==> config.mk <==
export PLATFORM = sky130hd
export DESIGN_NAME = espd_mac
export DESIGN_NICKNAME = d
export VERILOG_FILES = /design/src/rtl/core/espd_pkg.sv /design/src/rtl/core/espd_mac.sv
export SDC_FILE = /design/constraint.sdc
export NUM_CORES = 2
export LEC_CHECK = 0
export ABC_AREA = 1
export BUFFER_PORTS_ARGS = -buffer_cell sky130_fd_sc_hd__buf_2
export CORE_AREA = 10 10 317 624
export DETAILED_ROUTE_END_ITERATION = 10
export DIE_AREA = 0 0 327 634
export PLACE_DENSITY = 0.56
export SLEW_MARGIN = 20
export SYNTH_ARGS = -nofsm -noshare
export SYNTH_HDL_FRONTEND = slang
export SYNTH_SLANG_ARGS = --single-unit
==> constraint.sdc <==
create_clock -name clk -period 6.2 [get_ports clk]
set_input_delay 1.24 -clock clk [delete_from_list [all_inputs] [get_ports clk]]
set_output_delay 1.24 -clock clk [all_outputs]
set_load 0.02 [all_outputs]
==> src/rtl/core/espd_pkg.sv <==
`timescale 1ns / 1ps
// ----------------------------------------------------------------------------
// espd_pkg
// Shared widths, register codes, reset values and stage word types for the
// encoder speed PID drive.
// ----------------------------------------------------------------------------
package espd_pkg;

  // Field widths
  localparam int CNT_W   = 16;
  localparam int TGT_W   = 24;
  localparam int ERR_W   = TGT_W + 1;
  localparam int DIFF_W  = ERR_W + 1;
  localparam int SUM_W   = 32;
  localparam int LIM_W   = 31;
  localparam int GAIN_W  = 16;
  localparam int DRV_W   = 32;
  localparam int DUTY_W  = 31;

  // Product and accumulator widths (exact, Q16.16)
  localparam int PP_W    = GAIN_W + ERR_W;
  localparam int PI_W    = GAIN_W + SUM_W;
  localparam int PD_W    = GAIN_W + DIFF_W;
  localparam int ACC_W   = PI_W + 2;

  // Bus widths
  localparam int ADDR_W       = 5;
  localparam int DATA_W       = 32;
  localparam int IN_TDATA_W   = 16;
  localparam int OUT_TDATA_W  = 88;
  localparam int OUT_FIELDS_W = CNT_W + DRV_W + DUTY_W + 2;

  // Register map, index = paddr[4:2]
  typedef enum logic [2:0] {
    REG_ENABLE     = 3'd0,
    REG_TARGET     = 3'd1,
    REG_GAIN_P     = 3'd2,
    REG_GAIN_I     = 3'd3,
    REG_GAIN_D     = 3'd4,
    REG_SUM_LIMIT  = 3'd5,
    REG_DRIVE_MIN  = 3'd6,
    REG_DRIVE_MAX  = 3'd7
  } reg_idx_t;

  // Reset values
  localparam logic signed [GAIN_W-1:0] GAIN_P_RST    = 16'sd256;
  localparam logic        [LIM_W-1:0]  SUM_LIMIT_RST = 31'd327680;
  localparam logic signed [DRV_W-1:0]  DRIVE_MIN_RST = -32'sd65536;
  localparam logic signed [DRV_W-1:0]  DRIVE_MAX_RST = 32'sd65536;

  // Most negative drive; its magnitude does not fit the duty field
  localparam logic signed [DRV_W-1:0]  DRIVE_NEG_FULL = {1'b1, {(DRV_W-1){1'b0}}};

  typedef struct packed {
    logic                      enable;
    logic signed [TGT_W-1:0]   speed_target;
    logic signed [GAIN_W-1:0]  gain_p;
    logic signed [GAIN_W-1:0]  gain_i;
    logic signed [GAIN_W-1:0]  gain_d;
    logic        [LIM_W-1:0]   sum_limit;
    logic signed [DRV_W-1:0]   drive_min;
    logic signed [DRV_W-1:0]   drive_max;
  } cfg_t;

  // Error stage -> multiply stage
  typedef struct packed {
    logic                      en;
    logic signed [CNT_W-1:0]   delta;
    logic signed [ERR_W-1:0]   err;
    logic signed [DIFF_W-1:0]  diff;
    logic signed [SUM_W-1:0]   error_sum;
  } err_word_t;

  // Accumulate stage -> output stage
  typedef struct packed {
    logic                      en;
    logic signed [CNT_W-1:0]   delta;
    logic signed [ACC_W-1:0]   acc;
  } acc_word_t;

endpackage

==> src/rtl/core/espd_mac.sv <==
`timescale 1ns / 1ps
// ----------------------------------------------------------------------------
// espd_mac
// Gain products in one stage, their exact sum in the next.
// ----------------------------------------------------------------------------
module espd_mac (
  input  logic                    clk,
  input  logic                    rst,
  input  espd_pkg::cfg_t          cfg,
  input  logic                    in_valid,
  output logic                    in_ready,
  input  espd_pkg::err_word_t     in_word,
  output logic                    out_valid,
  input  logic                    out_ready,
  output espd_pkg::acc_word_t     out_word
);
  import espd_pkg::*;

  logic                      mv;
  logic                      m_adv;
  logic                      m_en;
  logic signed [CNT_W-1:0]   m_delta;
  logic signed [PP_W-1:0]    prod_p;
  logic signed [PI_W-1:0]    prod_i;
  logic signed [PD_W-1:0]    prod_d;
  logic signed [ACC_W-1:0]   acc_c;

  assign m_adv    = !out_valid || out_ready;
  assign in_ready = !mv || m_adv;

  assign acc_c = ACC_W'(prod_p) + ACC_W'(prod_i) + ACC_W'(prod_d);

  always_ff @(posedge clk) begin
    if (rst) begin
      mv        <= 1'b0;
      out_valid <= 1'b0;
    end else begin
      if (in_ready) mv <= in_valid;
      if (m_adv)    out_valid <= mv;
    end
  end

  // Products, then sum
  always_ff @(posedge clk) begin
    if (in_ready && in_valid) begin
      m_en    <= in_word.en;
      m_delta <= in_word.delta;
      prod_p  <= PP_W'(cfg.gain_p) * PP_W'(in_word.err);
      prod_i  <= PI_W'(cfg.gain_i) * PI_W'(in_word.error_sum);
      prod_d  <= PD_W'(cfg.gain_d) * PD_W'(in_word.diff);
    end
    if (mv && m_adv) begin
      out_word.en    <= m_en;
      out_word.delta <= m_delta;
      out_word.acc   <= acc_c;
    end
  end

endmodule

==> metrics.cfg <==
[clocking]
numCtsBuffers = 23
htreeDepth = 1
clkLatencyLatePin_ps = 580
clockBufferDepth = 3
cts-root-buf = clkbuf_16
tritoncts = yes
clkSinkCount = 217
clk_pin_slew_ps = 70

[placed_design]
dp_hpwl_um = 191000
placed_cell_area_um2 = 73200
gp_congestion = 0.960
io_buffers = 220

[detailed_routing]
ant_nets = 0
vias = 52900
drc = 0
wire_per_inst_um = 18.7
viasPerCell = 4.57
dr.pass1.iters = 5
drt_wl_total_um = 216000
first_iter_violations = 2453

[cells_and_area]
nNetsFinal = 11000
drive_gt1_share_pct = 17.8
area_growth_pct = 20.8
layout_common_cells = inv_1, nand2_1, fa_1, buf_4, ha_1
layout_commonest_cell = inv_1
fin_util_pct = 40.8
post-route-cell-area_um2 = 76500

[min_path]
whs_path_depth = 0
min_path_type = reg2reg
hp-start = m_delta[5]$_DFFE_PP_
worstHoldEndpoint = out_word[55]$_DFFE_PP_

[synth]
syn_inst = 8284
ys_seq_area_share_pct = 10.2
ys_seq_elements = 217
syn_nets = 10200
syn_area_um2 = 63400
syn_area_per_cell_um2 = 7.65
synth_warnings = 0
ys_types = 38

[floorplan]
row_count = 225
die-area_um2 = 207000
initial_core_util_pct = 33.8
fp.dieH_um = 634
die_w_um = 327
core_um2 = 188000
ios = 341

[flow_run]
cap_violations = 0

[setup_path]
reg2reg_from = prod_i[21]$_DFFE_PP_
crit_type = in2reg
cp_max_fo = 7
start_kind = input port
reg2reg_setup_slack_ps = 2460
arrival_ps = 6440
timing.rr.end = out_word[23]$_DFFE_PP_
critPathRequiredTime_ps = 6540
end_kind = flop
r2r_cells = 10

[sta]
fin_skew_ps = 45.9
timing.setup.tns_ps = 0
slew_viol_final = 0
fmax_mhz = 164
tightest_slew_ps = 816
maxSlewHeadroom_pct = 45.6
finalCriticalPeriod_ps = 6110
setup_viol_count_final = 0
hold_slack_ps = 422
post-route-period-util_pct = 98.5
rsz0062_at_grt = yes
hold_viol_final = 0

[global_routing]
grt_pass1_wl_um = 325000
grt-ovfl-total = 0
grt_max_degree = 77
grt_pass1_vias = 58500
track_usage_pct = 20.5
antenna_found_initial = 16

[status]
outcome = complete, no violations

==> repair_timing <==
| action | CTS | global route |
|---|---|---|
| buffers inserted | 3 | 25 |
| pin swaps | 2 | 138 |
| hold buffers | 0 | 0 |
| setup endpoints to repair | 70 | 86 |
| resized for setup | 73 | 506 |
| gates cloned | 0 | 8 |
==> cells by family after synthesis <==
group | share of synthesized area, %
DFF | 10.2
AOI/OAI and AO/OA | 2.06
adders and majority gates | 49.0
xor gates and xnor gates | 1.53
and+or+nand+nor | 20.3
buffers and inverters | 16.8
==> state kept, by name, summed over array words and instances (netlist names) <==
| register | flops |
|---|---|
| m_delta | 16 |
| out_valid | 1 |
| m_en | 1 |
| mv | 1 |
| out_word | 67 |
| prod_i | 48 |
| prod_d | 42 |
| prod_p | 41 |
==> metal layers <==
metal	track usage [%]	up-vias	wire length (µm)
li1	-	24800	-
met5	0	-	64
met2	42.4	1319	123000
met4	13.4	10	18200
met3	1.38	604	6200
met1	18.6	26200	67700
==> through the flow <==
stage | setup slack, ps | cells
final | 91.7 | 11600
after floorplan | 0.128 | 8284
after CTS | 0.192 | 11500
after global routing | -39.1 | 11600
after detailed placement | -859 | 11500
after global placement | -883 | 11500
==> worst max path at each step <==
stage	end	from
floorplan	prod_d[41]$_DFFE_PP_	cfg[101]
global placement	prod_d[26]$_DFFE_PP_	cfg[96]
detailed placement	prod_d[26]$_DFFE_PP_	cfg[96]
CTS	prod_d[38]$_DFFE_PP_	cfg[104]
global route	prod_i[37]$_DFFE_PP_	cfg[113]
finish	prod_p[25]$_DFFE_PP_	cfg[134]
==> worst max-delay path: stages <==
cell and delay (ps):
buf_2 100, buf_12 160, buf_12 170, nand2_2 70, fa_1 530, inv_1 50
fa_1 520, fa_1 460, fa_1 530, fa_1 540, inv_1 50, fa_1 480
inv_1 60, ha_4 220, buf_4 150, nand2_4 90, inv_1 70, a21oi_4 170
buf_4 130, o21ai_0 80, nand2_1 130, nand3_2 120, xor2_1 170, buf_4 140
==> Yosys cell counts, drive strengths merged <==
cell type  number  area [µm²]
edfxtp        215        6460
nor3b           1        12.5
nand3         180         966
dfxtp           2        40.0
nor2          362        1520
xnor2          34         298
a21o            5        37.5
o21a            1        7.51
nor3           35         235
and2            1        6.26
and3            1        6.26
a21oi         155         787
fa           1325       26500
nand3b          9        67.6
ha            364        4550
o21bai         29         236
buf             4        18.8
nor4            1        6.26
o21ai          41         228
inv          2554        9590
clkbuf        285        1070
a21boi          1        7.51
nand2        2538        9640
or2            18         113
nand4          46         288
xor2           77         674
==> layout make-up <==
| class | count | area, µm² |
|---|---|---|
| Fill cell | 19200 | 111000 |
| Multi-Input combinational cell | 5224 | 48100 |
| Inverter | 2554 | 9590 |
| Timing Repair Buffer | 1024 | 8460 |
| Sequential cell | 217 | 6500 |
| Tap cell | 2497 | 3120 |
| Clock buffer | 26 | 587 |
| Clock inverter | 16 | 191 |
| Antenna cell | 4 | 10.0 |
Power is not shown: default switching activity piles up to over one toggle a cycle in this logic, so the estimate is an artifact.
