File: src/rtl/core/espd_pkg.sv
`timescale 1ns / 1ps
// ----------------------------------------------------------------------------
// espd_pkg
// Shared widths, register codes, reset values and stage word types for the
// encoder speed PID drive.
// ----------------------------------------------------------------------------
package espd_pkg;

  // Field widths
  localparam int CNT_W   = 16;
  localparam int TGT_W   = 24;
  localparam int ERR_W   = TGT_W + 1;
  localparam int DIFF_W  = ERR_W + 1;
  localparam int SUM_W   = 32;
  localparam int LIM_W   = 31;
  localparam int GAIN_W  = 16;
  localparam int DRV_W   = 32;
  localparam int DUTY_W  = 31;

  // Product and accumulator widths (exact, Q16.16)
  localparam int PP_W    = GAIN_W + ERR_W;
  localparam int PI_W    = GAIN_W + SUM_W;
  localparam int PD_W    = GAIN_W + DIFF_W;
  localparam int ACC_W   = PI_W + 2;

  // Bus widths
  localparam int ADDR_W       = 5;
  localparam int DATA_W       = 32;
  localparam int IN_TDATA_W   = 16;
  localparam int OUT_TDATA_W  = 88;
  localparam int OUT_FIELDS_W = CNT_W + DRV_W + DUTY_W + 2;

  // Register map, index = paddr[4:2]
  typedef enum logic [2:0] {
    REG_ENABLE     = 3'd0,
    REG_TARGET     = 3'd1,
    REG_GAIN_P     = 3'd2,
    REG_GAIN_I     = 3'd3,
    REG_GAIN_D     = 3'd4,
    REG_SUM_LIMIT  = 3'd5,
    REG_DRIVE_MIN  = 3'd6,
    REG_DRIVE_MAX  = 3'd7
  } reg_idx_t;

  // Reset values
  localparam logic signed [GAIN_W-1:0] GAIN_P_RST    = 16'sd256;
  localparam logic        [LIM_W-1:0]  SUM_LIMIT_RST = 31'd327680;
  localparam logic signed [DRV_W-1:0]  DRIVE_MIN_RST = -32'sd65536;
  localparam logic signed [DRV_W-1:0]  DRIVE_MAX_RST = 32'sd65536;

  // Most negative drive; its magnitude does not fit the duty field
  localparam logic signed [DRV_W-1:0]  DRIVE_NEG_FULL = {1'b1, {(DRV_W-1){1'b0}}};

  typedef struct packed {
    logic                      enable;
    logic signed [TGT_W-1:0]   speed_target;
    logic signed [GAIN_W-1:0]  gain_p;
    logic signed [GAIN_W-1:0]  gain_i;
    logic signed [GAIN_W-1:0]  gain_d;
    logic        [LIM_W-1:0]   sum_limit;
    logic signed [DRV_W-1:0]   drive_min;
    logic signed [DRV_W-1:0]   drive_max;
  } cfg_t;

  // Error stage -> multiply stage
  typedef struct packed {
    logic                      en;
    logic signed [CNT_W-1:0]   delta;
    logic signed [ERR_W-1:0]   err;
    logic signed [DIFF_W-1:0]  diff;
    logic signed [SUM_W-1:0]   error_sum;
  } err_word_t;

  // Accumulate stage -> output stage
  typedef struct packed {
    logic                      en;
    logic signed [CNT_W-1:0]   delta;
    logic signed [ACC_W-1:0]   acc;
  } acc_word_t;

endpackage

File: src/rtl/core/espd_cfg.sv
`timescale 1ns / 1ps
// ----------------------------------------------------------------------------
// espd_cfg
// APB register file holding the control law settings.
// ----------------------------------------------------------------------------
module espd_cfg (
  input  logic                         clk,
  input  logic                         rst,
  input  logic                         psel,
  input  logic                         penable,
  input  logic                         pwrite,
  input  logic [espd_pkg::ADDR_W-1:0]  paddr,
  input  logic [espd_pkg::DATA_W-1:0]  pwdata,
  output logic [espd_pkg::DATA_W-1:0]  prdata,
  output logic                         pready,
  output espd_pkg::cfg_t               cfg
);
  import espd_pkg::*;

  reg_idx_t idx;
  logic     wr_en;

  assign pready = 1'b1;
  assign idx    = reg_idx_t'(paddr[ADDR_W-1:2]);
  assign wr_en  = psel && penable && pwrite && pready;

  // Register writes
  always_ff @(posedge clk) begin
    if (rst) begin
      cfg.enable       <= 1'b0;
      cfg.speed_target <= '0;
      cfg.gain_p       <= GAIN_P_RST;
      cfg.gain_i       <= '0;
      cfg.gain_d       <= '0;
      cfg.sum_limit    <= SUM_LIMIT_RST;
      cfg.drive_min    <= DRIVE_MIN_RST;
      cfg.drive_max    <= DRIVE_MAX_RST;
    end else if (wr_en) begin
      unique case (idx)
        REG_ENABLE:    cfg.enable       <= pwdata[0];
        REG_TARGET:    cfg.speed_target <= pwdata[TGT_W-1:0];
        REG_GAIN_P:    cfg.gain_p       <= pwdata[GAIN_W-1:0];
        REG_GAIN_I:    cfg.gain_i       <= pwdata[GAIN_W-1:0];
        REG_GAIN_D:    cfg.gain_d       <= pwdata[GAIN_W-1:0];
        REG_SUM_LIMIT: cfg.sum_limit    <= pwdata[LIM_W-1:0];
        REG_DRIVE_MIN: cfg.drive_min    <= pwdata[DRV_W-1:0];
        REG_DRIVE_MAX: cfg.drive_max    <= pwdata[DRV_W-1:0];
        default: ;
      endcase
    end
  end

  // Read mux, signed fields sign-extended
  always_comb begin
    unique case (idx)
      REG_ENABLE:    prdata = {{(DATA_W-1){1'b0}}, cfg.enable};
      REG_TARGET:    prdata = DATA_W'(cfg.speed_target);
      REG_GAIN_P:    prdata = DATA_W'(cfg.gain_p);
      REG_GAIN_I:    prdata = DATA_W'(cfg.gain_i);
      REG_GAIN_D:    prdata = DATA_W'(cfg.gain_d);
      REG_SUM_LIMIT: prdata = {1'b0, cfg.sum_limit};
      REG_DRIVE_MIN: prdata = cfg.drive_min;
      REG_DRIVE_MAX: prdata = cfg.drive_max;
      default:       prdata = '0;
    endcase
  end

endmodule

File: config.mk
export PLATFORM = sky130hd
export DESIGN_NAME = espd_cfg
export DESIGN_NICKNAME = d
export VERILOG_FILES = /design/src/rtl/core/espd_pkg.sv /design/src/rtl/core/espd_cfg.sv
export SDC_FILE = /design/constraint.sdc
export NUM_CORES = 1
export LEC_CHECK = 0
export BUFFER_PORTS_ARGS = -buffer_cell sky130_fd_sc_hd__buf_2
export CAP_MARGIN = 10
export CORE_MARGIN = 2
export CORE_UTILIZATION = 45
export DETAILED_ROUTE_END_ITERATION = 16
export GPL_TIMING_DRIVEN = 0
export PLACE_DENSITY = 0.81
export SLEW_MARGIN = 5
export SYNTH_ARGS = -nofsm -noshare
export SYNTH_HDL_FRONTEND = slang
export SYNTH_SLANG_ARGS = --single-unit
File: constraint.sdc
create_clock -name clk -period 1.25 [get_ports clk]
set_clock_uncertainty 0.1 [all_clocks]
set_input_delay 0.125 -clock clk [delete_from_list [all_inputs] [get_ports clk]]
set_output_delay 0.125 -clock clk [all_outputs]
set_load 0.03 [all_outputs]
==> qor.csv <==
metric;value;unit
syn_inst;798;
cts_buffer_depth;2;
synth_compound_area_frac;0.0728;
yosys-mux-area-fraction;0.255;
setup_ws;-0.765;ns
async_flop_share;0;
path_max_fanout;5;
synth_xor_area_frac;0;
ys_ff_latch;168;
power_switching;3.26;mW
min_path_type;primary input to register;
core_area;17800;um2
cts.sinks;168;
wl_met3;2.73;mm
cp_cell_sequence;mux2_4 > a31oi_4 > buf_6 > buf_12 > nand3_4 > buf_6;
syn_avg_cell_area;10.2;um2
largest_reg_flops;168;
port_buffers;237;
num_vias;7803;
place.gp.congestion;0.874;
final_area;12200;um2
fin_crit;2.02;ns
largestRegisters;cfg (168);
leakagePower;5.79;nW
ys_seq_area_frac;0.414;
yosys.area.top_type_share;0.414;
hold_viol;0;
setup_violations;36;
swShare;0.267;
syn_area;8130;um2
synthTopCellsByArea;dfxtp_1 (41%), mux2i_1 (21%), nand2b_1 (14%);
rsz0062_at_grt;true;
antennaDiodeCount;0;
syn_nets;840;
fmax;496;MHz
drt_iter0_drc;611;
wl_per_cell;23.5;um
cp.required;1.02;ns
final-instance-count-excl-fill;1354;
clkTransAtPathRegs;0.07;ns
fin_nets;1154;
status;finished with violations;
first_global_vias;7795;
rr_startpoint;cfg[146]$_SDFFE_PP0P_;
worst_path_max_delay_cell;dfxtp_4;
dr_wl_met2;15.0;mm
post-place-cells;1264;
clockPowerShare;0.430;
violations;negative setup slack;
clkLatencyLatePin;0.44;ns
wl_met1;12.7;mm
cts_tree;yes;
maxCapViolCount;0;
wl;31.8;mm
ant_nets;0;
grt_overflow;0;
crit_path_start_kind;register;
via_per_inst;5.76;
drc;0;
report.final.slew_viol_count;0;
yosys.area_share.adder;0;
critPathCaptureType;primary output;
htreeDepth;4;
power.internal;8.94;mW
critPathLaunch;cfg[142]$_SDFFE_PP0P_;
tightest_slew;0.713;ns
synthFlopType;dfxtp_1;
ys_types;43;
synth_top_family_by_area;multiplexers;
min_period_over_period;1.61;
firstDrtPassIters;8;
finalPower;12.2;mW
top_register;cfg;
die_w;138;um
clk_root_buffer_cell;clkbuf_16;
slew_headroom;0.525;
criticalPathCategory;register to primary output;
crit_arrival;1.79;ns
synth-edff-count;0;
holdWs;0.0142;ns
grt_max_degree;17;
dp_hpwl;20.9;mm
cp_common_cell;buf_6;
antenna_found_initial;1;
min_from;pwdata[5];
final_util;0.684;
die-area;19200;um2
die_height;138;um
top_layer;met5;
drive_gt1_frac;0.483;
start_util;0.456;
dp_slack;-1.07;ns
yosysWarnings;0;
area_delta_synth_final;50.0;%
synth-simple-area-share;0.209;
rows;49;
grt_use_total;0.316;
pin_count;243;
placed_area;10000;um2
cpPeakStageDelay;0.34;ns
numCtsBuffers;17;
grt_first_pass_wirelength;46.3;mm
yosysTopAreaCell;dfxtp_1;
p_seq_frac;0.445;
p_per_area;1000;nW/um2
combinationalPowerShare;0.125;
vdd_drop_max;1140;uV
finalSetupTns;-19.73;ns
==> cell families (layout without fill, tap and decap cells) <==
| kind of cell | count (synthesis) | after routing |
|---|---|---|
| other | 1 | 1 |
| AOI/OAI and AO/OA | 79 | 79 |
| buffers and inverters | 71 | 398 |
| muxes | 197 | 197 |
| and+or+nand+nor | 282 | 282 |
| DFF | 168 | 168 |
==> final timing paths <==
check,endpoint,slack (ns),depth (start not counted)
min,cfg[148]$_SDFFE_PP0P_,0.01,3
min reg2reg,cfg[110]$_SDFFE_PP0P_,0.38,2
max,prdata[15],-0.77,6
max reg2reg,cfg[146]$_SDFFE_PP0P_,0.32,4
==> per-layer routing <==
layer | vias to the layer above | track usage
met2 | 427 | 0.508
met1 | 3836 | 0.394
met4 | 2 | 0.160
met5 | - | 0
met3 | 108 | 0.0804
li1 | 3430 | -
==> power by group through the flow <==
stage                     Clock (mW)  Combinational (mW)  Sequential (mW)
final                           5.25                1.52             5.43
after global routing            5.49                1.57             5.43
after CTS                       5.24                1.46             5.42
after detailed placement           0                1.27             5.54
after global placement             0                1.26             5.54
after floorplan                    0               0.751             5.61
==> final cells by class <==
type | count | area, um2
Inverter | 2 | 12.5
Multi-Input combinational cell | 559 | 4860
Sequential cell | 168 | 3480
Clock inverter | 15 | 153
Clock buffer | 17 | 425
Timing Repair Buffer | 296 | 2450
Tap cell | 229 | 287
Fill cell | 1297 | 5640
Buffer | 68 | 527
==> cell usage after synthesis, types with 2 or more instances <==
cell / instances
nand2b_1: 180
mux2_2: 22
nor2b_1: 2
nor3b_1: 10
o211ai_1: 3
a221oi_1: 15
a22oi_1: 33
buf_2: 13
dfxtp_1: 168
o21ai_0: 16
and3b_1: 3
nand2_2: 3
nand3_1: 10
and3_1: 11
o221ai_1: 8
mux4_2: 6
nor2_1: 46
buf_4: 16
buf_6: 7
nand2_1: 4
clkbuf_1: 32
mux2i_1: 169
==> worst max-delay path: cells and delay by family, from the launching register on <==
family                 cells  cell delay [ns]
muxes                      1             0.28
DFF                        1             0.34
AOI/OAI and AO/OA          1             0.20
and+or+nand+nor            1             0.07
buffers and inverters      3             0.44
==> cells in the final DEF, fill, tap and decap left out, drive strengths merged, types with 11 or more instances in the layout <==
cell type      n
a221oi        15
a22oi         33
and3          12
buf          299
clkbuf        65
dfxtp        168
dlygate4sd3   17
mux2          22
mux2i        169
nand2b       180
nand3         11
nor2          46
nor3b         11
o21ai         17
==> what timing repair did <==
item / CTS / global route
resized for setup: 237 / 213
pin swaps: 19 / 14
setup buffers: 32 / 13
gates cloned: 1 / 0
hold buffers: 17 / 0
endpoints found under the hold margin: 56 / 0
setup endpoints to repair: 89 / 184
(Power assumes the default switching activity.)
