**src/rtl/core/espd_pkg.sv**
```systemverilog
`timescale 1ns / 1ps
// ----------------------------------------------------------------------------
// espd_pkg
// Shared widths, register codes, reset values and stage word types for the
// encoder speed PID drive.
// ----------------------------------------------------------------------------
package espd_pkg;

  // Field widths
  localparam int CNT_W   = 16;
  localparam int TGT_W   = 24;
  localparam int ERR_W   = TGT_W + 1;
  localparam int DIFF_W  = ERR_W + 1;
  localparam int SUM_W   = 32;
  localparam int LIM_W   = 31;
  localparam int GAIN_W  = 16;
  localparam int DRV_W   = 32;
  localparam int DUTY_W  = 31;

  // Product and accumulator widths (exact, Q16.16)
  localparam int PP_W    = GAIN_W + ERR_W;
  localparam int PI_W    = GAIN_W + SUM_W;
  localparam int PD_W    = GAIN_W + DIFF_W;
  localparam int ACC_W   = PI_W + 2;

  // Bus widths
  localparam int ADDR_W       = 5;
  localparam int DATA_W       = 32;
  localparam int IN_TDATA_W   = 16;
  localparam int OUT_TDATA_W  = 88;
  localparam int OUT_FIELDS_W = CNT_W + DRV_W + DUTY_W + 2;

  // Register map, index = paddr[4:2]
  typedef enum logic [2:0] {
    REG_ENABLE     = 3'd0,
    REG_TARGET     = 3'd1,
    REG_GAIN_P     = 3'd2,
    REG_GAIN_I     = 3'd3,
    REG_GAIN_D     = 3'd4,
    REG_SUM_LIMIT  = 3'd5,
    REG_DRIVE_MIN  = 3'd6,
    REG_DRIVE_MAX  = 3'd7
  } reg_idx_t;

  // Reset values
  localparam logic signed [GAIN_W-1:0] GAIN_P_RST    = 16'sd256;
  localparam logic        [LIM_W-1:0]  SUM_LIMIT_RST = 31'd327680;
  localparam logic signed [DRV_W-1:0]  DRIVE_MIN_RST = -32'sd65536;
  localparam logic signed [DRV_W-1:0]  DRIVE_MAX_RST = 32'sd65536;

  // Most negative drive; its magnitude does not fit the duty field
  localparam logic signed [DRV_W-1:0]  DRIVE_NEG_FULL = {1'b1, {(DRV_W-1){1'b0}}};

  typedef struct packed {
    logic                      enable;
    logic signed [TGT_W-1:0]   speed_target;
    logic signed [GAIN_W-1:0]  gain_p;
    logic signed [GAIN_W-1:0]  gain_i;
    logic signed [GAIN_W-1:0]  gain_d;
    logic        [LIM_W-1:0]   sum_limit;
    logic signed [DRV_W-1:0]   drive_min;
    logic signed [DRV_W-1:0]   drive_max;
  } cfg_t;

  // Error stage -> multiply stage
  typedef struct packed {
    logic                      en;
    logic signed [CNT_W-1:0]   delta;
    logic signed [ERR_W-1:0]   err;
    logic signed [DIFF_W-1:0]  diff;
    logic signed [SUM_W-1:0]   error_sum;
  } err_word_t;

  // Accumulate stage -> output stage
  typedef struct packed {
    logic                      en;
    logic signed [CNT_W-1:0]   delta;
    logic signed [ACC_W-1:0]   acc;
  } acc_word_t;

endpackage

```
**src/rtl/core/espd_out.sv**
```systemverilog
`timescale 1ns / 1ps
// ----------------------------------------------------------------------------
// espd_out
// Drive clamp, duty and direction decode, result register.
// ----------------------------------------------------------------------------
module espd_out (
  input  logic                               clk,
  input  logic                               rst,
  input  espd_pkg::cfg_t                     cfg,
  input  logic                               in_valid,
  output logic                               in_ready,
  input  espd_pkg::acc_word_t                in_word,
  output logic                               out_valid,
  input  logic                               out_ready,
  output logic [espd_pkg::OUT_TDATA_W-1:0]   out_data
);
  import espd_pkg::*;

  logic signed [ACC_W-1:0]  hi_x;
  logic signed [ACC_W-1:0]  lo_x;
  logic signed [ACC_W-1:0]  hi_cl;
  logic signed [ACC_W-1:0]  both_cl;
  logic signed [DRV_W-1:0]  drive_c;
  logic signed [DRV_W-1:0]  neg_c;
  logic [DUTY_W-1:0]        duty_c;
  logic                     dir_c;
  logic                     brk_c;

  // Result register fields
  logic signed [CNT_W-1:0]  delta_q;
  logic signed [DRV_W-1:0]  drive_q;
  logic [DUTY_W-1:0]        duty_q;
  logic                     dir_q;
  logic                     brk_q;

  assign in_ready = !out_valid || out_ready;

  // Upper clamp first, lower second
  assign hi_x = ACC_W'(cfg.drive_max);
  assign lo_x = ACC_W'(cfg.drive_min);

  always_comb begin
    hi_cl   = (in_word.acc > hi_x) ? hi_x : in_word.acc;
    both_cl = (hi_cl < lo_x) ? lo_x : hi_cl;
  end

  assign drive_c = in_word.en ? both_cl[DRV_W-1:0] : '0;
  assign neg_c   = -drive_c;

  // Direction and duty
  always_comb begin
    priority if (drive_c > 0) begin
      duty_c = drive_c[DUTY_W-1:0];
      dir_c  = 1'b0;
      brk_c  = 1'b0;
    end else if (drive_c < 0) begin
      duty_c = (drive_c == DRIVE_NEG_FULL) ? '1 : neg_c[DUTY_W-1:0];
      dir_c  = 1'b1;
      brk_c  = 1'b0;
    end else begin
      duty_c = '0;
      dir_c  = 1'b1;
      brk_c  = 1'b1;
    end
  end

  always_ff @(posedge clk) begin
    if (rst) begin
      out_valid <= 1'b0;
    end else if (in_ready) begin
      out_valid <= in_valid;
    end
  end

  always_ff @(posedge clk) begin
    if (in_ready && in_valid) begin
      delta_q <= in_word.delta;
      drive_q <= drive_c;
      duty_q  <= duty_c;
      dir_q   <= dir_c;
      brk_q   <= brk_c;
    end
  end

  assign out_data = {{(OUT_TDATA_W-OUT_FIELDS_W){1'b0}},
                     brk_q, dir_q, duty_q, drive_q, delta_q};

`ifndef SYNTH
  a_brake_idle: assert property (@(posedge clk) disable iff (rst)
    (out_valid && brk_q) |-> (duty_q == '0 && dir_q && drive_q == '0))
    else $error("brake result carries drive");
  a_run_duty: assert property (@(posedge clk) disable iff (rst)
    (out_valid && !brk_q) |-> (duty_q != '0 && (dir_q == drive_q[DRV_W-1])))
    else $error("running result has bad duty or direction");
`endif

endmodule

```
**config.mk**
```make
export PLATFORM = sky130hd
export DESIGN_NAME = espd_out
export DESIGN_NICKNAME = d
export VERILOG_FILES = /design/src/rtl/core/espd_pkg.sv /design/src/rtl/core/espd_out.sv
export SDC_FILE = /design/constraint.sdc
export NUM_CORES = 1
export LEC_CHECK = 0
export ABC_CLOCK_PERIOD_IN_PS = 11800
export BUFFER_PORTS_ARGS = -buffer_cell sky130_fd_sc_hd__buf_2
export CORE_MARGIN = 1.5
export CORE_UTILIZATION = 50
export DETAILED_ROUTE_END_ITERATION = 12
export PLACE_DENSITY = 0.95
export SYNTH_ARGS = -nofsm -noshare
export SYNTH_HDL_FRONTEND = slang
export SYNTH_SLANG_ARGS = --single-unit
export TNS_END_PERCENT = 1
```
**constraint.sdc**
```tcl
create_clock -name clk -period 11.8 [get_ports clk]
set_input_delay 2.95 -clock clk [delete_from_list [all_inputs] [get_ports clk]]
set_output_delay 2.95 -clock clk [all_outputs]
set_load 0.03 [all_outputs]
```
==> flow_summary_export.csv <==
group,metric,value,unit
run_status,run_status,"finished, final reports clean",
clocking,h-tree-depth,3,
synthesis,ys_types,71,
clocking,cts_sinks,82,
synthesis,async_reset_ff_share,0,%
global_routing,first_global_vias,6854,
critical_path,crit_path_start_kind,"input pin",
layout,final_nets,1433,
timing,finalSetupViolCount,0,
layout,drive_gt1_share,25.3,%
run,max_cap_viol_count,0,
global_routing,grt_use_met3,6.66,%
clocking,post_cts_resized,0,
timing,rsz0062_at_grt,"false",
route,via_per_inst,5.91,
clocking,holdBufCountCts,0,
global_routing,grtUsageMet1,35.8,%
pwr,peakVddDrop,95.8,µV
synthesis,syn_area,7750,µm²
clocking,tritoncts,"built",
clocking,cts_buffers,9,
timing,layout_setup_ws,1.09,ns
critical_path,r2r_start,"out_valid",
route,drc,0,
critical_path,worstSetupEndpointType,"flop",
clocking,clockBufferDepth,2,
timing,slew_viol_final,0,
synthesis,yosysTopAreaCell,"edfxtp_1",
synthesis,ys_seq_area_share,31.6,%
route,postRouteAntennaNets,0,
synthesis,yosysMostFrequentCell,"nand2_1",
global_routing,grt_use_met2,41.9,%
critical_path,arrival,10.86,ns
synthesis,synth_edf_count,81,
floorplan,core,15100,µm²
timing,fin_crit_sh,90.7,%
floorplan,die_h,127,µm
hold_path,min_from,"out_valid",
synthesis,synth-main-ff-cell,"edfxtp_1",
place,dp_slack,0.989,ns
pwr,pwr-share-comb,47.9,%
global_routing,grt_max_degree,82,
timing,hold_viol,0,
route,first_pass_iters,5,
floorplan,pin_count,329,
floorplan,initial_core_util,51.2,%
global_routing,grt_pass1_wl,34500,µm
floorplan,die_w,127,µm
critical_path,worstPathRequired,11.96,ns
pwr,p_clk_share,21.5,%
layout,stdcell_area,9270,µm²
place,post_dp_cell_area,8960,µm²
global_routing,grt_overflow,0,
pwr,power,1.29,mW
pwr,p_switching,0.525,mW
hold_path,hold_path.class,"reg2reg",
timing,worst_slew_pin_slew,1.02,ns
critical_path,crit_type,"in2reg",
synthesis,postSynthCellCount,896,
route,vias,7642,
global_routing,grt_use_total,26.8,%
global_routing,antenna_found_initial,8,
layout,utilization,61.2,%
pwr,swShare,40.8,%
critical_path,cpMaxStageDelayCell,"nor4_1",
critical_path,max_stage_delay,0.69,ns
timing,max_freq,0.0934,GHz
floorplan,rows,45,
place,portBuffers,217,
clocking,cts_setup_buffers,0,
critical_path,critPathMaxFanout,29,
critical_path,crit_top_cell,"nand4_1",
synthesis,syn_area_per_cell,8.65,µm²
floorplan,fp.dieArea,16300,µm²
synthesis,yosys.area.top_type_share,31.4,%
synthesis,netlist_top_cells_area,"edfxtp_1 (31%), ha_1 (16%), nand2_1 (5.4%), inv_1 (4.3%), a21oi_1 (3.7%)",
pwr,p_leak,4.38,nW
timing,slew_headroom,32.3,%
clocking,clk_pin_slew_worst_paths,0.06,ns
pwr,power_density,139,nW/µm²
timing,fin_crit,10.71,ns
route,post_drt_wl_per_cell,17.4,µm
synthesis,synth_common_cells,"nand2_1 (112), ha_1 (100), inv_1 (88)",
pwr,internal_power,0.762,mW
timing,setup_tns,0,ns
route,routed_wirelength,22500,µm
timing,clock_skew,0.00505,ns
synthesis,ys_ff_latch,82,
clocking,clock_latency,0.33,ns
global_routing,busiest_layer,"met2",
clocking,root_buffer,"clkbuf_16",
place,place_congestion,0.941,
layout,syn2layout_area_growth,19.6,%
pwr,p_seq_share,30.6,%
synthesis,ys_warn_count,0,
route,drt_iter0_drc,710,
critical_path,setup.worst_path.start,"cfg[31]",
place,dp_hpwl,18200,µm
## stage by stage
step	cells	hold WS [ns]
after global routing	1290	0.547
after CTS	1287	0.539
after global placement	1271	0.493
after floorplan	902	0.860
final	1292	0.538
after detailed placement	1271	0.531
## cells by family (layout without fill, tap and decap cells)
kind of cell	after synthesis	count (layout)	synth area share [%]
simple gates	306	306	19.0
flops	82	82	31.6
other cells	1	12	0.0484
fa+ha+maj	100	100	16.1
mux	34	34	4.59
compound gates	229	229	20.1
xor+xnor	11	11	1.24
buf+inv	133	330	7.25
## critical path, delay by kind of cell
kind,cells,cell delay (ns)
buffers and inverters,5,1.28
adders and majority gates,3,0.85
AOI/OAI and AO/OA,7,1.87
and+or+nand+nor,14,3.90
## area by class of cell
class / instances / area (µm²)
Fill cell: 1286 / 5880
Multi-Input combinational cell: 687 / 4770
Sequential cell: 82 / 2450
Timing Repair Buffer: 226 / 1180
Inverter: 88 / 330
Tap cell: 188 / 235
Clock buffer: 9 / 225
Clock inverter: 7 / 68.8
Antenna cell: 5 / 12.5
## layer usage
metal  up-vias  routed length [µm]
li1       3711                   -
met1      3487                9910
met2       375                9680
met3        67                2100
met4         2                 834
met5         -                  12
## power by group through the flow
stage | Clock (mW) | Sequential (mW) | Combinational (mW)
after global placement | 0 | 0.399 | 0.586
after CTS | 0.278 | 0.394 | 0.608
final | 0.276 | 0.394 | 0.617
after floorplan | 0 | 0.487 | 0.363
after global routing | 0.288 | 0.398 | 0.671
after detailed placement | 0 | 0.400 | 0.605
## cell usage in the layout, fill, tap and decap left out, drive strengths merged, types with 27 or more instances in the layout
cell	n
a21oi	58
nor2	49
nand2	112
ha	100
nand3	31
nand4	33
edfxtp	81
inv	89
o21ai	59
nor3	27
buf	226
## state kept, by name, summed over array words and instances, names as in the netlist
| signal | cells |
|---|---|
| brk_q | 1 |
| delta_q | 16 |
| dir_q | 1 |
| drive_q | 32 |
| duty_q | 31 |
| out_valid | 1 |
## path summary, 6_finish.rpt
| check | end | slack [ns] | cells past startpoint |
|---|---|---|---|
| worst max-delay path | duty_q[7] | 1.09 | 29 |
| worst min-delay path | out_valid | 0.54 | 2 |
| worst max register to register | drive_q[24] | 10.13 | 2 |
| worst min register to register | out_valid | 0.54 | 2 |
Power figures use the tool's default switching activity.
