## src/rtl/core/espd_pkg.sv

```systemverilog
`timescale 1ns / 1ps
// ----------------------------------------------------------------------------
// espd_pkg
// Shared widths, register codes, reset values and stage word types for the
// encoder speed PID drive.
// ----------------------------------------------------------------------------
package espd_pkg;

  // Field widths
  localparam int CNT_W   = 16;
  localparam int TGT_W   = 24;
  localparam int ERR_W   = TGT_W + 1;
  localparam int DIFF_W  = ERR_W + 1;
  localparam int SUM_W   = 32;
  localparam int LIM_W   = 31;
  localparam int GAIN_W  = 16;
  localparam int DRV_W   = 32;
  localparam int DUTY_W  = 31;

  // Product and accumulator widths (exact, Q16.16)
  localparam int PP_W    = GAIN_W + ERR_W;
  localparam int PI_W    = GAIN_W + SUM_W;
  localparam int PD_W    = GAIN_W + DIFF_W;
  localparam int ACC_W   = PI_W + 2;

  // Bus widths
  localparam int ADDR_W       = 5;
  localparam int DATA_W       = 32;
  localparam int IN_TDATA_W   = 16;
  localparam int OUT_TDATA_W  = 88;
  localparam int OUT_FIELDS_W = CNT_W + DRV_W + DUTY_W + 2;

  // Register map, index = paddr[4:2]
  typedef enum logic [2:0] {
    REG_ENABLE     = 3'd0,
    REG_TARGET     = 3'd1,
    REG_GAIN_P     = 3'd2,
    REG_GAIN_I     = 3'd3,
    REG_GAIN_D     = 3'd4,
    REG_SUM_LIMIT  = 3'd5,
    REG_DRIVE_MIN  = 3'd6,
    REG_DRIVE_MAX  = 3'd7
  } reg_idx_t;

  // Reset values
  localparam logic signed [GAIN_W-1:0] GAIN_P_RST    = 16'sd256;
  localparam logic        [LIM_W-1:0]  SUM_LIMIT_RST = 31'd327680;
  localparam logic signed [DRV_W-1:0]  DRIVE_MIN_RST = -32'sd65536;
  localparam logic signed [DRV_W-1:0]  DRIVE_MAX_RST = 32'sd65536;

  // Most negative drive; its magnitude does not fit the duty field
  localparam logic signed [DRV_W-1:0]  DRIVE_NEG_FULL = {1'b1, {(DRV_W-1){1'b0}}};

  typedef struct packed {
    logic                      enable;
    logic signed [TGT_W-1:0]   speed_target;
    logic signed [GAIN_W-1:0]  gain_p;
    logic signed [GAIN_W-1:0]  gain_i;
    logic signed [GAIN_W-1:0]  gain_d;
    logic        [LIM_W-1:0]   sum_limit;
    logic signed [DRV_W-1:0]   drive_min;
    logic signed [DRV_W-1:0]   drive_max;
  } cfg_t;

  // Error stage -> multiply stage
  typedef struct packed {
    logic                      en;
    logic signed [CNT_W-1:0]   delta;
    logic signed [ERR_W-1:0]   err;
    logic signed [DIFF_W-1:0]  diff;
    logic signed [SUM_W-1:0]   error_sum;
  } err_word_t;

  // Accumulate stage -> output stage
  typedef struct packed {
    logic                      en;
    logic signed [CNT_W-1:0]   delta;
    logic signed [ACC_W-1:0]   acc;
  } acc_word_t;

endpackage

```

## src/rtl/core/espd_err.sv

```systemverilog
`timescale 1ns / 1ps
// ----------------------------------------------------------------------------
// espd_err
// Input register and error stage: count delta, speed error, clamped error
// sum and error difference. Holds the loop state.
// ----------------------------------------------------------------------------
module espd_err (
  input  logic                          clk,
  input  logic                          rst,
  input  espd_pkg::cfg_t                cfg,
  input  logic                          in_valid,
  output logic                          in_ready,
  input  logic [espd_pkg::CNT_W-1:0]    in_count,
  output logic                          out_valid,
  input  logic                          out_ready,
  output espd_pkg::err_word_t           out_word
);
  import espd_pkg::*;

  // Input register
  logic             iv;
  logic [CNT_W-1:0] count_q;

  // Loop state
  logic [CNT_W-1:0]         last_count;
  logic signed [SUM_W-1:0]  error_sum;
  logic signed [ERR_W-1:0]  last_error;

  logic                       e_adv;
  logic                       fire;
  logic signed [CNT_W-1:0]    delta_c;
  logic signed [TGT_W-1:0]    delta_sh;
  logic signed [ERR_W-1:0]    err_c;
  logic signed [DIFF_W-1:0]   diff_c;
  logic signed [SUM_W:0]      sum_raw;
  logic signed [SUM_W:0]      lim_pos;
  logic signed [SUM_W:0]      lim_neg;
  logic signed [SUM_W:0]      sum_clamped;
  logic signed [SUM_W-1:0]    sum_next;

  assign e_adv    = !out_valid || out_ready;
  assign in_ready = !iv || e_adv;
  assign fire     = iv && e_adv;

  // Delta, error and clamped sum
  assign delta_c  = CNT_W'(count_q - last_count);
  assign delta_sh = {delta_c, 8'h00};
  assign err_c    = ERR_W'(cfg.speed_target) - ERR_W'(delta_sh);
  assign diff_c   = DIFF_W'(err_c) - DIFF_W'(last_error);
  assign sum_raw  = (SUM_W+1)'(error_sum) + (SUM_W+1)'(err_c);
  assign lim_pos  = $signed({2'b00, cfg.sum_limit});
  assign lim_neg  = -lim_pos;

  always_comb begin
    priority if (sum_raw > lim_pos) begin
      sum_clamped = lim_pos;
    end else if (sum_raw < lim_neg) begin
      sum_clamped = lim_neg;
    end else begin
      sum_clamped = sum_raw;
    end
  end

  assign sum_next = cfg.enable ? sum_clamped[SUM_W-1:0] : error_sum;

  // Valid flags
  always_ff @(posedge clk) begin
    if (rst) begin
      iv        <= 1'b0;
      out_valid <= 1'b0;
    end else begin
      if (in_ready) iv <= in_valid;
      if (e_adv)    out_valid <= iv;
    end
  end

  // Loop state, updated once per word leaving the input register (error sum and last error only while enabled)
  always_ff @(posedge clk) begin
    if (rst) begin
      last_count <= '0;
      error_sum  <= '0;
      last_error <= '0;
    end else if (fire) begin
      last_count <= count_q;
      if (cfg.enable) begin
        error_sum  <= sum_next;
        last_error <= err_c;
      end
    end
  end

  // Payload
  always_ff @(posedge clk) begin
    if (in_ready && in_valid) count_q <= in_count;
    if (fire) begin
      out_word.en        <= cfg.enable;
      out_word.delta     <= delta_c;
      out_word.err       <= err_c;
      out_word.diff      <= diff_c;
      out_word.error_sum <= sum_next;
    end
  end

`ifndef SYNTH
  a_count_tracks: assert property (@(posedge clk) disable iff (rst)
    fire |=> last_count == $past(count_q))
    else $error("last_count did not take the sample");
  a_hold_disabled: assert property (@(posedge clk) disable iff (rst)
    (fire && !cfg.enable) |=> ($stable(error_sum) && $stable(last_error)))
    else $error("loop state changed while disabled");
  a_no_update_idle: assert property (@(posedge clk) disable iff (rst)
    !fire |=> ($stable(last_count) && $stable(error_sum)))
    else $error("loop state changed without a word");
`endif

endmodule

```

## config.mk

```make
export PLATFORM = sky130hd
export DESIGN_NAME = espd_err
export DESIGN_NICKNAME = d
export VERILOG_FILES = /design/src/rtl/core/espd_pkg.sv /design/src/rtl/core/espd_err.sv
export SDC_FILE = /design/constraint.sdc
export NUM_CORES = 1
export LEC_CHECK = 0
export ABC_AREA = 1
export BUFFER_PORTS_ARGS = -buffer_cell sky130_fd_sc_hd__buf_2
export CORE_ASPECT_RATIO = 0.5
export CORE_UTILIZATION = 50
export CTS_CLUSTER_DIAMETER = 40
export DETAILED_ROUTE_END_ITERATION = 10
export MAX_ROUTING_LAYER = met4
export PLACE_DENSITY = 0.74
export SYNTH_ARGS = -nofsm -noshare
export SYNTH_HDL_FRONTEND = slang
export SYNTH_SLANG_ARGS = --single-unit
```

## constraint.sdc

```tcl
create_clock -name clk -period 15.9 [get_ports clk]
set_input_delay 1.59 -clock clk [delete_from_list [all_inputs] [get_ports clk]]
set_output_delay 1.59 -clock clk [all_outputs]
set_load 0.01 [all_outputs]
```

==> run metrics, run 1 <==
outcome=completed; Top Family by Delay on Critical Path=simple AND/OR/NAND/NOR gates; GRT Max-Usage Layer=met2; post-synthesis mux area share=0%; Max Slew Vio Count=0; row cnt=43; Reg2Reg Depth=38; worst skew pair latency=between 400 and 500 ps; RSZ-0062 raised after global routing=false; Seq/Total Area, Yosys=about a third; final setup fails=0; YS warnings=0; die area=29300 um^2; Post-synth EDFFs=about 120; CTS Buffer Depth=2; Syn-to-layout area delta=12.7%; share of layout cells above drive strength 1=11.9%; post-synth cell types=50; crit-path max FO=32; Vias=12921; DR DRC count=0; Gate Count Post-Synth=1897; Final #Nets=2392; critical path buffer and inverter count=6; Highest Clock Rate=0.119 GHz; CP Capture Type=register; number of global-route vias before repair=roughly 12000; GR Layer Usage met2=between 40% and 50%; ant diodes=0; xor-xnor portion of the synthesized cell area=about 5.8%; largest family of logic cells by synthesized area=simple AND/OR/NAND/NOR gates; CTS Root Cell=clkbuf_16; Avg WL per Cell=15.5 um; grt met3 use=3.99%; Worst Path Required=16140 ps; Pwr Total=0.00266 W; iteration count of the initial detailed-routing pass=5; Most used DFF post-synth=edfxtp_1; Initial Util=51.3%; synthesized flop and latch total=191; Crit Reg-Reg Endpoint=out_word[11]; Placer Congestion=0.945; Slew HR=22.4%; Synth Area in Compound Gates=13.2%; most frequent cells in the layout=376 x nand2_1, 347 x inv_1, 187 x nand3_1, 177 x buf_2, 166 x a21oi_1; largest net degree at the start of global routing=74; clk slew on worst S/H paths=approximately 70 ps; Resize count post-CTS=0; clock sink count=191; Core Box Area=27900 um^2; syn avg cell area=roughly 7.5 um^2; chip height=122 um; Reg2Reg Setup Slack=7500 ps; first-pass GRT wire length=60100 um; power density cells=165 nW/um^2; Buffers on Ports=between 150 and 200; setup ws final=7500 ps; crit path time final=around 8400 ps; syn_nets=2232; Lkg Pwr=~8 nW; CTS Hold Bufs=0; commonest non-fill, non-tap cell in the layout=nand2_1; FILL cells=2585; Crit path depth=38; crit path from=count_q[0]; Final Skew=15.5 ps; max-cap viol count=0; die width=roughly 240 um; Final period util=approximately 53%; CTS tree=built; post-DP HPWL=29300 um; H-tree depth=4; I/O Pins=290; setup TNS=0 ps; Worst path slowest cell=nand2_2; Crit path arrival time=8640 ps; GRT Util Overall=27.1%; Place WS=between 7000 and 8000 ps; Post-CTS Repair Setup Buffers=0; final WL=37900 um; fraction of the mapped netlist area in simple logic gates=between 20 and 25%; antenna viol nets, final=0; hold violation total from the final report=0; 1st-iter DRT viols=1048; Worst R2R Start=count_q[0]; Max VDD drop=0.0956 mV; initial antenna violation count=0; met1 Usage GRT=37.6%; non-filler cells, final=2452; via/cell ratio=between 5 and 6; Synth Area in Adders=13.1%; ys async rst share=0%; synthesized cell area=14300 um^2; CP max stage delay=510 ps; number of buffers created by CTS=17; grt total ovfl=0; crit path kind=register to register; Worst-Margin Slew=roughly 1200 ps; CP Launch Type=register; Placed Instances=approximately 2400; HP Class=register to register; crit path to=out_word[11]
## state kept, by name (all words and copies together) (netlist names)
| signal | count |
|---|---|
| out_word | 100 |
| error_sum | 32 |
| last_error | 25 |
| count_q | 16 |
| last_count | 16 |
| iv | 1 |
| out_valid | 1 |
## worst min-delay path: stages (launching register included)
cell	delay (ps)
dfxtp_1	300
inv_1	60
a21oi_1	60
## Yosys cell counts, drive strengths merged, types with 22 or more instances
cell type  instances  area (um^2)
a21oi            167          840
a22oi             30          225
clkbuf            24         90.1
dfxtp             75         1500
edfxtp           116         3480
ha               143         1790
inv              350         1310
nand2            386         1480
nand3            191          983
nor2             108          438
o21ai             80          404
xnor2             22          193
xor2              73          639
## worst min path at each step
stage	start	end	slack, ps	depth (start not counted)
global route	last_count[4]	last_count[4]	470	2
global placement	last_count[9]	last_count[9]	440	2
detailed placement	last_count[14]	last_count[14]	450	2
CTS	last_count[14]	last_count[14]	460	2
floorplan	last_count[10]	last_count[10]	430	2
finish	last_count[14]	last_count[14]	460	2
## stage by stage
stage	hold slack, ps	area, um^2	util (%)
2_1_floorplan	433	14300	-
3_3_place_gp	445	15500	55.7
3_5_place_dp	452	15500	55.7
4_1_cts	463	16100	57.8
5_1_grt	474	16100	57.8
6_report	460	16100	57.8
## kinds of logic (layout without fill, tap and decap cells)
family / after synthesis / count (layout)
adders and majority gates: 147 / 147
buffers and inverters: 396 / 569
AOI/OAI and AO/OA: 332 / 332
DFF: 191 / 191
xor gates and xnor gates: 95 / 95
and+or+nand+nor: 736 / 736
## final cells by class
class / instances / area (um^2) / area share [%]
Clock buffer: 17 / 425 / 2.64
Multi-Input combinational cell: 1310 / 7820 / 48.5
Tap cell: 382 / 478 / 2.96
Timing Repair Buffer: 185 / 946 / 5.86
Sequential cell: 191 / 4980 / 30.9
Inverter: 352 / 1320 / 8.21
Clock inverter: 15 / 156 / 0.970
## metal layers
layer | up-vias | part of all wire, % | routed length (um)
li1 | 6583 | - | -
met1 | 5934 | 48 | 18400
met2 | 365 | 44 | 16900
met3 | 39 | 5.7 | 2150
met4 | 0 | 1.3 | 510
met5 | - | 0 | 0
## where the power goes
group          internal, W  switching, W
sequential        0.000627     0.0000198
combinational     0.000523       0.00105
clock             0.000221      0.000212
Power figures use the tool's default switching activity.
==> run 2: changes to the inputs <==
PLACE_DENSITY = 0.77   (was 0.74)
clock period = 7.2 ns   (was 15.9 ns; I/O delays follow)
==> run metrics, run 2 (synthesized netlist as in run 1, its figures left out) <==
Slew HR=approximately 28%; number of buffers created by CTS=17; ant diodes=0; cell mode on critical path=nand2_1; Reg2Reg Depth=38; max-cap viol count=0; Initial Util=between 50% and 60%; first-pass GRT wire length=58700 um; Place WS=roughly 75 ps; power density cells=~380 nW/um^2; CTS tree=built; CTS Hold Bufs=0; share of layout cells above drive strength 1=roughly 17%; largest net degree at the start of global routing=55; Final Skew=13.6 ps; Lkg Pwr=8.45 nW; GRT Max-Usage Layer=met2; Max VDD drop=0.235 mV; DR DRC count=0; die width=241 um; CTS Buffer Depth=2; CP Capture Type=register; Avg WL per Cell=15.3 um; grt total ovfl=0; worst-case hold slack=431 ps; final WL=~38000 um; Final #Nets=2453; HP Class=input port to register; commonest non-fill, non-tap cell in the layout=nand2_1; crit path kind=register to register; Regs by FF count=out_word (100), error_sum (32), last_error (25); RSZ-0062 raised after global routing=true; iteration count of the initial detailed-routing pass=5; row cnt=43; Largest Register=out_word; Highest Clock Rate=roughly 0.15 GHz; crit-path max FO=16; Largest register FFs=100; clock sink count=approximately 190; Crit path arrival time=just over 7000 ps; outcome=completed; clk slew on worst S/H paths=80 ps; crit path time final=6850 ps; initial antenna violation count=1; Worst-Margin Slew=1080 ps; H-tree depth=4; Crit path depth=38; CP max stage delay=420 ps; Buffers on Ports=177; 1st-iter DRT viols=1037; Worst Path Required=between 7000 and 8000 ps; CP Launch Type=register; setup ws final=348 ps; hold violation total from the final report=0; setup TNS=0 ps; Worst path slowest cell=edfxtp_1; GRT Util Overall=26.5%; Core Box Area=27900 um^2; CTS Root Cell=clkbuf_16; GR Layer Usage met2=41.3%; most frequent cells in the layout=371 x nand2_1, 345 x inv_1, 186 x nand3_1, 177 x buf_2, 157 x a21oi_1; post-DP HPWL=29400 um; Hold Crit Depth=1; Syn-to-layout area delta=18.2%; grt met3 use=4.08%; Final period util=95.2%; Vias=13187; via/cell ratio=5.25; antenna viol nets, final=0; Top Family by Delay on Critical Path=simple AND/OR/NAND/NOR gates; number of global-route vias before repair=11785; I/O Pins=290; critical path buffer and inverter count=5; chip height=122 um; Placer Congestion=0.959; met1 Usage GRT=36.3%; die area=29300 um^2; Max Slew Vio Count=0; final setup fails=0; worst skew pair latency=roughly 460 ps
[run 2: changes by cell type in the layout (fill, tap and decap cells not counted), moves of 6 or more]
cell / before / now
a21oi_1: 166 / 157
a21oi_2: 1 / 10
buf_4: 8 / 64
ha_1: 143 / 137
nor2_1: 102 / 96
nor2_2: 1 / 7
[run 2: cell type report]
| type | instances | area, um^2 |
|---|---|---|
| inverter | 352 | 1320 |
| fill | 2498 | 11000 |
| sequential | 191 | 4980 |
| tap | 382 | 478 |
| timing repair buffer | 246 | 1460 |
| multi-input combinational | 1310 | 8070 |
| clock inverter | 14 | 173 |
| clock buffer | 18 | 439 |
[run 2: final timing paths]
| path | start | to | slack, ps |
|---|---|---|---|
| max reg2reg | count_q[2] | out_word[12] | 350 |
| max | count_q[2] | out_word[12] | 350 |
| min reg2reg | last_error[6] | last_error[6] | 460 |
| min | in_count[5] | count_q[5] | 430 |
[run 2: worst register-to-register path, delay by kind of cell (launching register included)]
kind | cells | cell delay (ps)
buffers and inverters | 5 | 620
adders and majority gates | 4 | 1410
and+or+nand+nor | 16 | 1910
AOI/OAI and AO/OA | 10 | 1520
DFF | 1 | 420
xor gates and xnor gates | 3 | 760
[run 2: timing repair]
item | CTS | global route
gates resized for setup | 0 | 62
setup endpoints to repair | 0 | 64
buffers inserted | 0 | 5
[run 2: stage by stage]
step | total power [W] | cells | utilization [%] | area, um^2
2_1_floorplan | 0.00400 | 1897 | - | 14300
3_3_place_gp | 0.00502 | 2475 | 57.2 | 16000
3_5_place_dp | 0.00509 | 2475 | 57.2 | 16000
4_1_cts | 0.00612 | 2507 | 59.4 | 16600
5_1_grt | 0.00687 | 2513 | 60.6 | 16900
6_report | 0.00639 | 2513 | 60.6 | 16900
[run 2: report_power, final]
group	internal, W	total, W	switching (W)	leakage [nW]
clock	0.000535	0.00100	0.000466	0.299
sequential	0.00138	0.00143	0.0000449	1.71
combinational	0.00151	0.00396	0.00245	6.44
[run 2: metal layers]
| layer | share of wire, % | wire length, um |
|---|---|---|
| met1 | 47 | 18100 |
| met4 | 1.6 | 627 |
| met3 | 6.3 | 2420 |
| met2 | 45 | 17300 |
| met5 | 0 | 0 |
